$ cat src/rtl/base32_validating_decoder_assert.svh
// ----------------------------------------------------------------------------
// Base32 decoder assertion macros
// Shared concurrent assertion forms, clocked on clk and disabled in reset
// ----------------------------------------------------------------------------
`ifndef BASE32_VALIDATING_DECODER_ASSERT_SVH
`define BASE32_VALIDATING_DECODER_ASSERT_SVH

// same-cycle implication
`define B32D_ASSERT_NOW(label, ante, cons) \
	label: assert property (@(posedge clk) disable iff (!arst_n) (ante) |-> (cons)) \
		else $error("b32d assertion failed");

// next-cycle implication
`define B32D_ASSERT_NEXT(label, ante, cons) \
	label: assert property (@(posedge clk) disable iff (!arst_n) (ante) |=> (cons)) \
		else $error("b32d assertion failed");

`endif

$ cat src/rtl/b32d_pkg.sv
// ----------------------------------------------------------------------------
// Base32 decoder package
// Payload types, status codes and shared constants
// ----------------------------------------------------------------------------
package b32d_pkg;

	// default bound on characters per text
	localparam int MAX_CHARS_DEF = 256;

	// status codes reported on the last character
	typedef enum logic [2:0] {
		ST_OK       = 3'd0,
		ST_BAD_CHAR = 3'd1,
		ST_BAD_PAD  = 3'd2,
		ST_BAD_LEN  = 3'd3,
		ST_TOO_LONG = 3'd4
	} status_t;

	// one input character
	typedef struct packed {
		logic [7:0] char_code;
		logic       last_char;
	} in_item_t;

	// one result
	typedef struct packed {
		logic       byte_valid;
		logic [7:0] data_byte;
		logic [7:0] byte_index;
		logic       end_of_key;
		logic [2:0] status;
		logic [7:0] key_length;
	} out_item_t;

	// character class
	typedef struct packed {
		logic       is_sym;
		logic       is_pad;
		logic [4:0] sym;
	} char_class_t;

endpackage

$ cat src/rtl/b32d_chan_if.sv
// ----------------------------------------------------------------------------
// Base32 decoder channel
// Valid/ready channel carrying one payload item per transfer
// ----------------------------------------------------------------------------
interface b32d_chan_if #(
	parameter type payload_t = logic [7:0]
);
	logic     valid;
	logic     ready;
	payload_t data;

	modport source (output valid, output data, input ready);
	modport sink (input valid, input data, output ready);
endinterface

$ cat src/rtl/b32d_classify.sv
// ----------------------------------------------------------------------------
// Base32 character classifier
// Maps an ASCII code to a 5-bit symbol, a padding mark or neither
// ----------------------------------------------------------------------------
module b32d_classify import b32d_pkg::*; (
	input  logic [7:0]  char_code,
	output char_class_t cls
);

	// A-Z give 0..25, 2-7 give 26..31, '=' is padding
	always_comb begin
		cls = '0;
		if (char_code >= 8'h41 && char_code <= 8'h5A) begin
			cls.is_sym = 1'b1;
			cls.sym    = 5'(char_code - 8'h41);
		end else if (char_code >= 8'h32 && char_code <= 8'h37) begin
			cls.is_sym = 1'b1;
			cls.sym    = 5'(char_code - 8'h32 + 8'd26);
		end else if (char_code == 8'h3D) begin
			cls.is_pad = 1'b1;
		end
	end

endmodule

$ cat src/rtl/b32d_core.sv
// ----------------------------------------------------------------------------
// Base32 decoder core
// Per-text state, validation and bit packing for one character per step
// ----------------------------------------------------------------------------
module b32d_core import b32d_pkg::*; #(
	parameter int MAX_CHARS = MAX_CHARS_DEF
) (
	input  logic      clk,
	input  logic      arst_n,
	input  logic      step,
	input  in_item_t  item,
	output out_item_t result,
	output logic      has_result
);

	`include "base32_validating_decoder_assert.svh"

	localparam int CntW = $clog2(MAX_CHARS + 2);
	localparam logic [CntW-1:0] MaxCnt = CntW'(MAX_CHARS);

	logic [2:0]      pos_q;
	logic [6:0]      buf_q;
	logic [2:0]      bits_q;
	logic [CntW-1:0] chars_q;
	logic [7:0]      bytes_q;
	logic            pad_q;
	status_t         err_q;

	logic [2:0]      pos_nx;
	logic [6:0]      buf_nx;
	logic [2:0]      bits_nx;
	logic [CntW-1:0] chars_nx;
	logic [7:0]      bytes_nx;
	logic            pad_nx;
	status_t         err_nx;

	char_class_t     cls;
	logic            have_byte;
	logic [7:0]      byte_val;
	logic [11:0]     wide;
	logic [3:0]      sum;
	logic [2:0]      rem;

	function automatic status_t keep_first(input status_t cur, input status_t code);
		return (cur == ST_OK) ? code : cur;
	endfunction

	b32d_classify u_classify (
		.char_code(item.char_code),
		.cls      (cls)
	);

	// character count saturates one past the limit
	assign chars_nx = (chars_q <= MaxCnt) ? chars_q + 1'b1 : chars_q;
	assign pos_nx   = pos_q + 3'd1;

	// validation and bit packing
	always_comb begin
		err_nx    = err_q;
		pad_nx    = pad_q;
		buf_nx    = buf_q;
		bits_nx   = bits_q;
		bytes_nx  = bytes_q;
		have_byte = 1'b0;
		byte_val  = '0;
		wide      = {buf_q, 5'd0};
		sum       = {1'b0, bits_q} + 4'd5;
		rem       = '0;
		if (chars_nx > MaxCnt) begin
			err_nx = keep_first(err_nx, ST_TOO_LONG);
		end
		if (!cls.is_sym && !cls.is_pad) begin
			err_nx = keep_first(err_nx, ST_BAD_CHAR);
		end else if (pad_q) begin
			if (!cls.is_pad || pos_q == 3'd0) err_nx = keep_first(err_nx, ST_BAD_PAD);
		end else if (cls.is_pad) begin
			pad_nx = 1'b1;
			if (!(pos_q == 3'd2 || pos_q == 3'd4 || pos_q == 3'd5 || pos_q == 3'd7)) begin
				err_nx = keep_first(err_nx, ST_BAD_PAD);
			end
		end else if (err_nx == ST_OK) begin
			wide = {buf_q, cls.sym};
			if (sum >= 4'd8) begin
				rem       = 3'(sum - 4'd8);
				byte_val  = 8'(wide >> rem);
				buf_nx    = 7'(wide & ((12'd1 << rem) - 12'd1));
				bits_nx   = rem;
				bytes_nx  = bytes_q + 8'd1;
				have_byte = 1'b1;
			end else begin
				buf_nx  = wide[6:0];
				bits_nx = sum[2:0];
			end
		end
		if (item.last_char && pos_nx != 3'd0) begin
			err_nx = keep_first(err_nx, ST_BAD_LEN);
		end
	end

	// result fields
	always_comb begin
		result.byte_valid = have_byte;
		result.data_byte  = byte_val;
		result.byte_index = have_byte ? bytes_q : 8'd0;
		result.end_of_key = item.last_char;
		result.status     = item.last_char ? err_nx : ST_OK;
		result.key_length = (item.last_char && err_nx == ST_OK) ? bytes_nx : 8'd0;
	end

	assign has_result = have_byte || item.last_char;

	// state registers, cleared after the last character of a text
	always_ff @(posedge clk or negedge arst_n) begin
		if (!arst_n) begin
			pos_q   <= '0;
			buf_q   <= '0;
			bits_q  <= '0;
			chars_q <= '0;
			bytes_q <= '0;
			pad_q   <= 1'b0;
			err_q   <= ST_OK;
		end else if (step) begin
			if (item.last_char) begin
				pos_q   <= '0;
				buf_q   <= '0;
				bits_q  <= '0;
				chars_q <= '0;
				bytes_q <= '0;
				pad_q   <= 1'b0;
				err_q   <= ST_OK;
			end else begin
				pos_q   <= pos_nx;
				buf_q   <= buf_nx;
				bits_q  <= bits_nx;
				chars_q <= chars_nx;
				bytes_q <= bytes_nx;
				pad_q   <= pad_nx;
				err_q   <= err_nx;
			end
		end
	end

	`B32D_ASSERT_NOW(a_no_byte_after_error, step && result.byte_valid, err_q == ST_OK)
	`B32D_ASSERT_NOW(a_buffer_in_range, 1'b1, (buf_q >> bits_q) == 7'd0)
	`B32D_ASSERT_NEXT(a_clear_after_last, step && item.last_char,
		pos_q == 3'd0 && bytes_q == 8'd0 && chars_q == '0 && err_q == ST_OK)

endmodule

$ cat src/rtl/base32_validating_decoder.sv
// ----------------------------------------------------------------------------
// Base32 validating decoder
// Decodes base32 text, one character per transfer, into key bytes
// ----------------------------------------------------------------------------
// in_ch carries one character (char_code, last_char) per transfer; out_ch
// carries results: a decoded byte with its index, and on the last character
// of a text end_of_key with status and key_length. A character that neither
// completes a byte nor ends the text gives no result.
// A character taken from in_ch goes into the input register, is worked by
// the core into the result register when the core steps, and shows on out_ch
// from there. Throughput: one character per cycle while out_ch is ready;
// the core updates its text state within each step, which sets that figure.
// Reset clears all text state and the valid flags of both registers; the
// first character after reset starts a new text. After the last character
// the state returns to that reset state for the next text.
// When out_ch stalls, a pending result stays in the result register, and
// characters that give no result still flow; the input register fills and
// in_ch.ready drops only when a result cannot move forward.
// ----------------------------------------------------------------------------
module base32_validating_decoder import b32d_pkg::*; #(
	parameter int MAX_CHARS = MAX_CHARS_DEF
) (
	input logic        clk,
	input logic        arst_n,
	b32d_chan_if.sink   in_ch,
	b32d_chan_if.source out_ch
);

	`include "base32_validating_decoder_assert.svh"

	in_item_t  item_s1;
	logic      valid_s1;
	out_item_t res_s2;
	logic      valid_s2;

	out_item_t result;
	logic      has_result;
	logic      out_free;
	logic      step;
	logic      in_xfer;

	b32d_core #(
		.MAX_CHARS(MAX_CHARS)
	) u_core (
		.clk       (clk),
		.arst_n    (arst_n),
		.step      (step),
		.item      (item_s1),
		.result    (result),
		.has_result(has_result)
	);

	// handshake control
	assign out_free     = !valid_s2 || out_ch.ready;
	assign step         = valid_s1 && (!has_result || out_free);
	assign in_ch.ready  = !valid_s1 || step;
	assign in_xfer      = in_ch.valid && in_ch.ready;
	assign out_ch.valid = valid_s2;
	assign out_ch.data  = res_s2;

	// input register
	always_ff @(posedge clk or negedge arst_n) begin
		if (!arst_n) begin
			valid_s1 <= 1'b0;
		end else if (in_ch.ready) begin
			valid_s1 <= in_ch.valid;
		end
	end

	always_ff @(posedge clk) begin
		if (in_xfer) item_s1 <= in_ch.data;
	end

	// result register
	always_ff @(posedge clk or negedge arst_n) begin
		if (!arst_n) begin
			valid_s2 <= 1'b0;
		end else if (out_free) begin
			valid_s2 <= step && has_result;
		end
	end

	always_ff @(posedge clk) begin
		if (step && has_result) res_s2 <= result;
	end

	`B32D_ASSERT_NEXT(a_take_fills_s1, in_xfer, valid_s1)
	`B32D_ASSERT_NEXT(a_result_lands, step && has_result,
		valid_s2 && res_s2.end_of_key == $past(item_s1.last_char))
	`B32D_ASSERT_NEXT(a_out_hold, out_ch.valid && !out_ch.ready,
		out_ch.valid && $stable(out_ch.data))

endmodule
$ cat src/flat_wrapper.sv
// flat-port wrapper written by rule: the top's interface ports become plain ports
module base32_validating_decoder_flat import b32d_pkg::*;
#(
	parameter int MAX_CHARS = MAX_CHARS_DEF
)
  (clk, arst_n, in_ch_valid, in_ch_data, in_ch_ready, out_ch_valid, out_ch_data, out_ch_ready);
  b32d_chan_if in_ch_i ();
  b32d_chan_if out_ch_i ();
  input logic clk;
  input logic arst_n;
  input wire logic [$bits(in_ch_i.valid)-1:0] in_ch_valid;
  input wire logic [$bits(in_ch_i.data)-1:0] in_ch_data;
  output wire logic [$bits(in_ch_i.ready)-1:0] in_ch_ready;
  output wire logic [$bits(out_ch_i.valid)-1:0] out_ch_valid;
  output wire logic [$bits(out_ch_i.data)-1:0] out_ch_data;
  input wire logic [$bits(out_ch_i.ready)-1:0] out_ch_ready;
  assign in_ch_i.valid = in_ch_valid;
  assign in_ch_i.data = in_ch_data;
  assign in_ch_ready = in_ch_i.ready;
  assign out_ch_valid = out_ch_i.valid;
  assign out_ch_data = out_ch_i.data;
  assign out_ch_i.ready = out_ch_ready;
  base32_validating_decoder #(.MAX_CHARS(MAX_CHARS)) u_core (.clk(clk), .arst_n(arst_n), .in_ch(in_ch_i), .out_ch(out_ch_i));
endmodule
$ cat config.mk
export PLATFORM = sky130hd
export DESIGN_NAME = base32_validating_decoder_flat
export DESIGN_NICKNAME = d
export VERILOG_FILES = /design/src/rtl/b32d_pkg.sv /design/src/rtl/b32d_chan_if.sv /design/src/rtl/b32d_classify.sv /design/src/rtl/b32d_core.sv /design/src/rtl/base32_validating_decoder.sv /design/src/flat_wrapper.sv
export VERILOG_INCLUDE_DIRS = /design/src /design/src/rtl
export SDC_FILE = /design/constraint.sdc
export NUM_CORES = 1
export LEC_CHECK = 0
export BUFFER_PORTS_ARGS = -buffer_cell sky130_fd_sc_hd__buf_2
export CAP_MARGIN = 20
export CORE_MARGIN = 2
export CORE_UTILIZATION = 52
export DETAILED_ROUTE_END_ITERATION = 16
export GPL_TIMING_DRIVEN = 1
export PLACE_DENSITY = 0.77
export SKIP_CTS_REPAIR_TIMING = 1
export SLEW_MARGIN = 25
export SYNTH_ARGS = -nofsm -noshare
export SYNTH_HDL_FRONTEND = slang
export SYNTH_SLANG_ARGS = --single-unit
$ cat constraint.sdc
create_clock -name clk -period 3.22 [get_ports clk]
set_input_delay 0.644 -clock clk [delete_from_list [all_inputs] [get_ports clk]]
set_output_delay 0.644 -clock clk [all_outputs]
set_load 0.1 [all_outputs]
==> impl_metrics.json, run 1 <==
{
  "hold_class": "input pin to async pin",
  "fin_tns_setup_ps": 0,
  "fin_cells": 364,
  "syn-mean-instance-area_um2": 9.739,
  "rows": 25,
  "power_leakage_uw": 0.001222,
  "ios": 22,
  "crit_type": "flop to output port",
  "port_buffers": 21,
  "n_antenna_cell": 0,
  "grt_max_degree": 30,
  "die_y_um": 74.85,
  "syn_inst": 268,
  "finClkSkew_ps": 10.50,
  "dp_hpwl_um": 3907,
  "cts_buffers": 5,
  "wl_per_cell_um": 14.92,
  "cts_max_path_buffers": 2,
  "yosys_most_used_dff": "dfrtp_1",
  "slowest_stage": "dfrtp_1",
  "vias": 2192,
  "endpoint_kind": "output port",
  "core_um2": 4786,
  "gp_congestion": 0.8885,
  "setup_violations": 0,
  "hold_violations": 0,
  "worstPathRequired_ps": 2580,
  "status": "complete, no violations",
  "cp_slowest_stage_delay_ps": 440,
  "clock-sinks": 45,
  "synth_nets": 289,
  "routed_wl_um": 5430,
  "maxCapViolCount": 0,
  "start_util": 0.5454,
  "relSlewSlack": 0.5538,
  "cts_tree": "built",
  "netlist_area_um2": 2610,
  "synthArstFlopShare": 0.6444,
  "start_kind": "flop",
  "fin_nets": 317,
  "cts_root_buf": "clkbuf_8",
  "grt_overflow": 0,
  "timing.final.crit_share": 0.9729,
  "stdcell_area_um2": 3002,
  "fmax_ghz": 0.3192,
  "ant_nets": 0,
  "placed_cells": 352,
  "grt_pass1_vias": 1957,
  "htree_levels": 2,
  "drt-vias-per-instance": 6.022,
  "dieArea_um2": 5602,
  "area_growth_pct": 15.00,
  "placed_cell_area_um2": 2846,
  "final_cell_mix": "dfrtp_1 (26), nand2_1 (24), buf_2 (20)",
  "clock_latency_ps": 300,
  "tightest_slew_ps": 669.3,
  "path_delay_family": "compound AO/OA/AOI/OAI gates",
  "path_max_fanout": 4,
  "track_usage": 0.2159,
  "synth_edf_count": 16,
  "cp_num_buf_inv": 3,
  "yosysSeqAreaShare": 0.4621,
  "clkTransAtPathRegs_ps": 90,
  "die_x_um": 74.85,
  "grt_pass1_wl_um": 9252,
  "power_density_nw_per_um2": 500.3,
  "maxSlewViolCount": 0,
  "path_cells": "ha_2 > nor4bb_1 > a21oi_1 > o211ai_1 > buf_4 > a211oi_4 > o21a_1 > o211ai_1 > buf_4 > buf_12",
  "cp.arrival_ps": 2490,
  "drive_gt1_frac": 0.2088,
  "antenna_found_initial": 0,
  "ir_worst_vdd_v": 0.0003437,
  "timing.final.crit_period_ps": 3133,
  "first_iter_violations": 126,
  "ys_types": 53,
  "ys_ff_latch": 45,
  "dr.pass1.iters": 4,
  "final_common_cell": "dfrtp_1",
  "drc_errors": 0,
  "yosys_warnings": 0
}
sequential cells by signal (all words and copies together), names as in the netlist:
name / cells
u_core.out_ch.data: 8
u_core.u_core.pos_q: 3
u_core.valid_s1: 1
u_core.u_core.pad_q: 1
u_core.u_core.err_q: 3
u_core.u_core.chars_q: 9
u_core.u_core.bits_q: 3
u_core.out_ch.valid: 1
u_core.item_s1: 8
u_core.u_core.bytes_q: 8
metal layers:
layer | global-route usage | part of all wire
met5 | 0 | 0
met4 | 0.07143 | 0.014
met3 | 0.03882 | 0.041
met1 | 0.2931 | 0.46
met2 | 0.3519 | 0.48
per-stage QoR:
stage / hold WS, ps / util / setup WS, ps / power [uW]
finish: 373.3 / 0.6272 / 87.20 / 1502
global route: 428.8 / 0.6272 / -22.13 / 1577
CTS: 389.6 / 0.6170 / -81.17 / 1490
detailed placement: 499.5 / 0.5948 / 244.9 / 1100
global placement: 492.7 / 0.5948 / 300.7 / 1093
floorplan: 348.4 / - / -867.8 / 1007
cell usage after synthesis (all sizes together) (3+ instances only):
| library cell | number | area share |
|---|---|---|
| dfrtp | 29 | 0.28 |
| o2bb2ai | 4 | 0.013 |
| a21oi | 15 | 0.030 |
| o22ai | 3 | 0.0072 |
| nand3 | 7 | 0.013 |
| nor2 | 20 | 0.029 |
| inv | 12 | 0.017 |
| o21ai | 19 | 0.042 |
| and2 | 9 | 0.022 |
| o31ai | 4 | 0.012 |
| o21a | 3 | 0.0086 |
| o211ai | 12 | 0.035 |
| edfxtp | 16 | 0.18 |
| nor2b | 5 | 0.012 |
| nor3 | 10 | 0.019 |
| or3 | 6 | 0.016 |
| a31oi | 6 | 0.014 |
| or4 | 3 | 0.0086 |
| nand2 | 24 | 0.035 |
| clkbuf | 8 | 0.012 |
| nand2b | 3 | 0.0072 |
| xnor2 | 4 | 0.013 |
| ha | 9 | 0.043 |
power breakdown:
| group | switching [uW] | total, uW | internal (uW) |
|---|---|---|---|
| combinational | 246 | 391 | 145 |
| sequential | 63.7 | 716 | 652 |
| clock | 193 | 395 | 202 |
| total | 503 | 1500 | 999 |
path summary, 6_finish.rpt:
check | slack (ps) | depth (start not counted) | to | startpoint
max in group asynchronous | 2370 | 1 | u_core.u_core.chars_q[4] | arst_n
setup reg to reg | 440 | 10 | u_core.u_core.bytes_q[6] | u_core.u_core.chars_q[0]
hold / removal | 370 | 1 | u_core.u_core.bytes_q[5] | arst_n
hold reg to reg | 520 | 2 | u_core.u_core.bits_q[1] | u_core.u_core.bits_q[1]
min in group clk | 520 | 1 | u_core.item_s1[5] | in_ch_data[5]
setup / recovery | 90 | 10 | in_ch_ready | u_core.u_core.chars_q[0]
area by class of cell:
class / instances / area, um2
clock buffer: 7 / 97.59
clock inverter: 1 / 8.758
fill: 396 / 1784
inverter: 12 / 45.04
multi-input combinational: 201 / 1361
sequential: 45 / 1210
tap: 67 / 83.83
timing repair buffer: 31 / 195.2
kinds of logic after synthesis:
logic type,after synthesis,synth area share
simple gates,100,0.2042
compound gates,84,0.2282
flops,45,0.4621
buf+inv,22,0.03260
fa+ha+maj,9,0.04315
xor+xnor,4,0.01342
mux,4,0.01630
Note: power is estimated with default switching activity, not from simulation.
==> run 2, diff against run 1 <==
- PLACE_DENSITY: 0.77 -> 0.76
- SYNTH_HIERARCHICAL: default -> 1
==> impl_metrics.json, run 2 <==
{
  "status": "complete, no violations",
  "die_y_um": 76.92,
  "vias": 2191,
  "endpoint_kind": "output port",
  "cp_slowest_stage_delay_ps": 500,
  "maxSlewViolCount": 0,
  "n_antenna_cell": 0,
  "syn-mean-instance-area_um2": 9.502,
  "hold_violations": 0,
  "power_density_nw_per_um2": 460.7,
  "die_x_um": 76.92,
  "gp_congestion": 0.8682,
  "relSlewSlack": 0.5527,
  "fin_nets": 333,
  "placed_cells": 369,
  "ant_nets": 0,
  "clock_latency_ps": 300,
  "grt_pass1_vias": 2190,
  "first_iter_violations": 174,
  "start_kind": "flop",
  "cell_internal_pwr_uw": 979.3,
  "p_seq_frac": 0.502,
  "start_util": 0.5414,
  "dieArea_um2": 5917,
  "syn_inst": 291,
  "rsz0062_at_grt": "false",
  "regMostFlops": "u_core/u_core/chars_q",
  "drc_errors": 0,
  "combPwrFrac": 0.193,
  "p_switching_uw": 429.6,
  "worstPathRequired_ps": 2580,
  "hold_class": "input pin to async pin",
  "switching_share": 0.3049,
  "ir_worst_vdd_v": 0.0002465,
  "hold_slack_ps": 370.9,
  "cts_tree": "built",
  "grt_max_degree": 30,
  "cp.arrival_ps": 2380,
  "p_clk_frac": 0.304,
  "path_cells": "nor3_4 > a41o_2 > mux2i_1 > o31ai_2 > nand2_1 > nand2_1 > nand4b_4 > buf_6",
  "final_core_util": 0.5987,
  "drive_gt1_frac": 0.1721,
  "yosys_warnings": 6,
  "path_max_fanout": 10,
  "timing.final.crit_period_ps": 3028,
  "path_delay_family": "simple AND/OR/NAND/NOR gates",
  "fin_cells": 378,
  "largest_register_ffs": 9,
  "track_usage": 0.2064,
  "slowest_stage": "dfrtp_1",
  "power_leakage_uw": 0.001270,
  "htree_levels": 2,
  "crit_type": "flop to output port",
  "antenna_found_initial": 0,
  "drt-vias-per-instance": 5.796,
  "wl_per_cell_um": 15.06,
  "core_um2": 5107,
  "netlist_area_um2": 2765,
  "rows": 26,
  "fmax_ghz": 0.3302,
  "cts_root_buf": "clkbuf_8",
  "grt_overflow": 0,
  "final_common_cell": "dfrtp_1",
  "dp_hpwl_um": 4164,
  "cts_buffers": 5,
  "final_cell_mix": "dfrtp_1 (27), nor2_1 (23), nand2_1 (22)",
  "tightest_slew_ps": 671.0,
  "cp_num_buf_inv": 1,
  "timing.final.crit_share": 0.9404,
  "cpMostUsedCell": "nand2_1",
  "routed_wl_um": 5692,
  "port_buffers": 21,
  "area_growth_pct": 10.59,
  "clkTransAtPathRegs_ps": 90,
  "finClkSkew_ps": 6.906,
  "dr.pass1.iters": 4,
  "cts_max_path_buffers": 2,
  "maxCapViolCount": 0,
  "fillerInstances": 447,
  "grt_pass1_wl_um": 9915,
  "setup_violations": 0,
  "ios": 22,
  "clock-sinks": 45
}
run 2: cell count changes in the layout (fill, tap and decap cells not counted), moves of 4 or more:
cell      change
a31oi_1       -5
and2_1        -5
ha_1          +6
inv_1        +10
nand2b_1      +6
nand3_1       +6
nand4_1       +6
nor2_1        +4
nor3_1        -4
o211ai_1      -4
o311ai_0      +6
run 2: power by group through the flow:
| stage | Sequential, uW | Combinational, uW | Clock [uW] |
|---|---|---|---|
| 6_report | 708 | 273 | 428 |
| 5_1_grt | 718 | 306 | 464 |
| 4_1_cts | 703 | 267 | 440 |
| 3_5_place_dp | 716 | 265 | 0 |
| 3_3_place_gp | 713 | 259 | 0 |
| 2_1_floorplan | 739 | 166 | 0 |
run 2: layout make-up:
type	count	area [um2]	share of cell area
multi-input cells	204	1389	0.4542
flip-flops and latches	45	1209	0.3953
repair buffers	31	186.4	0.06097
well taps	70	87.58	0.02864
inverters	20	75.07	0.02455
clock buffers	6	72.57	0.02373
clock inverters	2	38.79	0.01268
run 2: path summary, 6_finish.rpt:
| check | cells after the start | slack (ps) | from | to |
|---|---|---|---|---|
| worst max-delay path | 8 | 190 | u_core/u_core/chars_q[3] | in_ch_ready |
| worst min-delay path | 1 | 370 | arst_n | u_core/valid_s1 |
| worst max register to register | 12 | 260 | u_core/u_core/chars_q[3] | u_core/u_core/chars_q[6] |
| worst min register to register | 2 | 530 | u_core/u_core/err_q[0] | u_core/u_core/err_q[0] |
| max in group asynchronous | 1 | 2370 | arst_n | u_core/u_core/chars_q[0] |
| min in group clk | 1 | 510 | in_ch_data[7] | u_core/item_s1[7] |
run 2: routing by layer:
layer | track usage | vias to the layer above | wire, um
li1 | - | 1084 | -
met1 | 0.2709 | 1039 | 2541
met2 | 0.3404 | 55 | 2774
met3 | 0.03529 | 13 | 246
met4 | 0.08000 | 0 | 129
met5 | 0 | - | 0
run 2: worst register-to-register path, delay by kind of cell (launching register included):
| family | cells | cell delay (ps) |
|---|---|---|
| AOI/OAI and AO/OA | 4 | 1010 |
| and+or+nand+nor | 5 | 780 |
| DFF | 1 | 500 |
| muxes | 1 | 310 |
| buffers and inverters | 2 | 280 |
run 2: stage by stage:
stage	cell area (um2)	worst slack, ps	total power (uW)	TNS [ps]
2_1_floorplan	2769	206.8	905.3	0
6_report	3058	191.9	1409	0
4_1_cts	3024	-109.3	1410	-109.3
3_3_place_gp	2913	286.3	971.8	0
3_5_place_dp	2913	176.3	980.1	0
5_1_grt	3058	10.40	1488	0
==> run 3, diff against run 2 <==
- MAX_ROUTING_LAYER: default -> met4
- SETUP_SLACK_MARGIN: default -> 0.4
==> impl_metrics.json, run 3 (synthesis gave the netlist of run 2 again) <==
{
  "wl_per_cell_um": 15.13,
  "reg2reg_slack_ps": 530,
  "drc_errors": 0,
  "fmax_ghz": 0.3470,
  "dr.pass1.iters": 5,
  "timing.final.crit_period_ps": 2882,
  "hold_violations": 0,
  "routed_wl_um": 5900,
  "cts_root_buf": "clkbuf_8",
  "start_kind": "flop",
  "power_density_nw_per_um2": 423.5,
  "worstPathRequired_ps": 2580,
  "dp_hpwl_um": 3987,
  "cts_buffers": 5,
  "clock-sinks": 45,
  "fillerInstances": 434,
  "crit_type": "flop to output port",
  "power_leakage_uw": 0.001332,
  "fin_cells": 390,
  "drive_gt1_frac": 0.2688,
  "tightest_slew_ps": 680.6,
  "maxCapViolCount": 0,
  "grt_pass1_vias": 2122,
  "maxSlewViolCount": 0,
  "hold_class": "input pin to async pin",
  "drt-vias-per-instance": 5.836,
  "rsz0062_at_grt": "true",
  "track_usage": 0.2043,
  "status": "complete, no violations",
  "antenna_found_initial": 0,
  "core_um2": 5107,
  "endpoint_kind": "output port",
  "path_max_fanout": 5,
  "cp.arrival_ps": 2240,
  "start_util": 0.5414,
  "relSlewSlack": 0.5463,
  "grt_pass1_wl_um": 9397,
  "first_iter_violations": 139,
  "area_growth_pct": 16.70,
  "ir_worst_vdd_v": 0.0002943,
  "n_antenna_cell": 0,
  "finClkSkew_ps": 12.38,
  "final_core_util": 0.6318,
  "grt_max_degree": 30,
  "fin_tns_setup_ps": 0,
  "hold_slack_ps": 370.3,
  "grt_overflow": 0,
  "ios": 22,
  "p_total_uw": 1367,
  "cts_max_path_buffers": 2,
  "final_cell_mix": "dfrtp_1 (22), buf_4 (22), nor2_1 (21)",
  "htree_levels": 2,
  "clock_latency_ps": 300,
  "regMostFlops": "u_core/u_core/chars_q",
  "dieArea_um2": 5917,
  "clkTransAtPathRegs_ps": 90,
  "gp_congestion": 0.9451,
  "port_buffers": 21,
  "ant_nets": 0,
  "timing.final.crit_share": 0.8949,
  "largest_register_ffs": 9,
  "rows": 26,
  "fin_nets": 345,
  "cts_tree": "built",
  "vias": 2276,
  "die_x_um": 76.92,
  "setup_violations": 0,
  "placed_cells": 369,
  "die_y_um": 76.92
}
==> run 3: changes by cell type in the layout (fill, tap and decap cells not counted), sizes merged <==
cell,previous run,this run
clkbuf,6,5
buf,31,43
inv,21,20
clkinv,0,3
bufinv,1,0
==> run 3: area by class of cell <==
class                      count  area, um2  area share
sequential                    45       1215      0.3765
tap                           70      87.58     0.02714
timing repair buffer          43      285.3     0.08841
clock buffer                   5      68.82     0.02133
inverter                      20      75.07     0.02326
multi-input combinational    204       1473      0.4564
clock inverter                 3      22.52    0.006979
==> run 3: path summary, 6_finish.rpt <==
check                      depth (start not counted)                startpoint                       end
setup / recovery                                   9  u_core/u_core/chars_q[1]               in_ch_ready
hold / removal                                     1                    arst_n    u_core/u_core/pos_q[0]
setup reg to reg                                  11  u_core/u_core/chars_q[1]  u_core/u_core/bytes_q[4]
hold reg to reg                                    2    u_core/u_core/err_q[0]    u_core/u_core/err_q[0]
max in group asynchronous                          1                    arst_n  u_core/u_core/chars_q[2]
min in group clk                                   1             in_ch_data[5]         u_core/item_s1[5]
==> run 3: critical path, cell delays in order, from the launching register on <==
cell,delay (ps)
dfrtp_2,460
buf_4,150
and4b_2,260
nor2b_1,130
o211ai_1,120
o31ai_2,260
nand2_2,120
nand2_4,110
nand4b_4,140
buf_12,190
==> run 3: report_power, final <==
group / switching (uW) / internal (uW) / total, uW
combinational: 186 / 120 / 306
sequential: 64.9 / 645 / 710
clock: 197 / 154 / 351
total: 447 / 919 / 1370
==> run 3: per-layer routing <==
| metal | up-vias | routed length, um | GRT usage |
|---|---|---|---|
| li1 | 1105 | - | - |
| met1 | 1098 | 2553 | 0.2485 |
| met2 | 62 | 2949 | 0.3333 |
| met3 | 11 | 296 | 0.04235 |
| met4 | 0 | 100 | 0.08182 |
| met5 | - | 0 | - |
==> run 3: stage by stage <==
step                instance area (um2)  worst slack, ps
floorplan                          2783            370.8
global placement                   2938            368.1
detailed placement                 2938            225.5
CTS                                3029            116.2
global route                       3227            230.0
finish                             3227            338.4
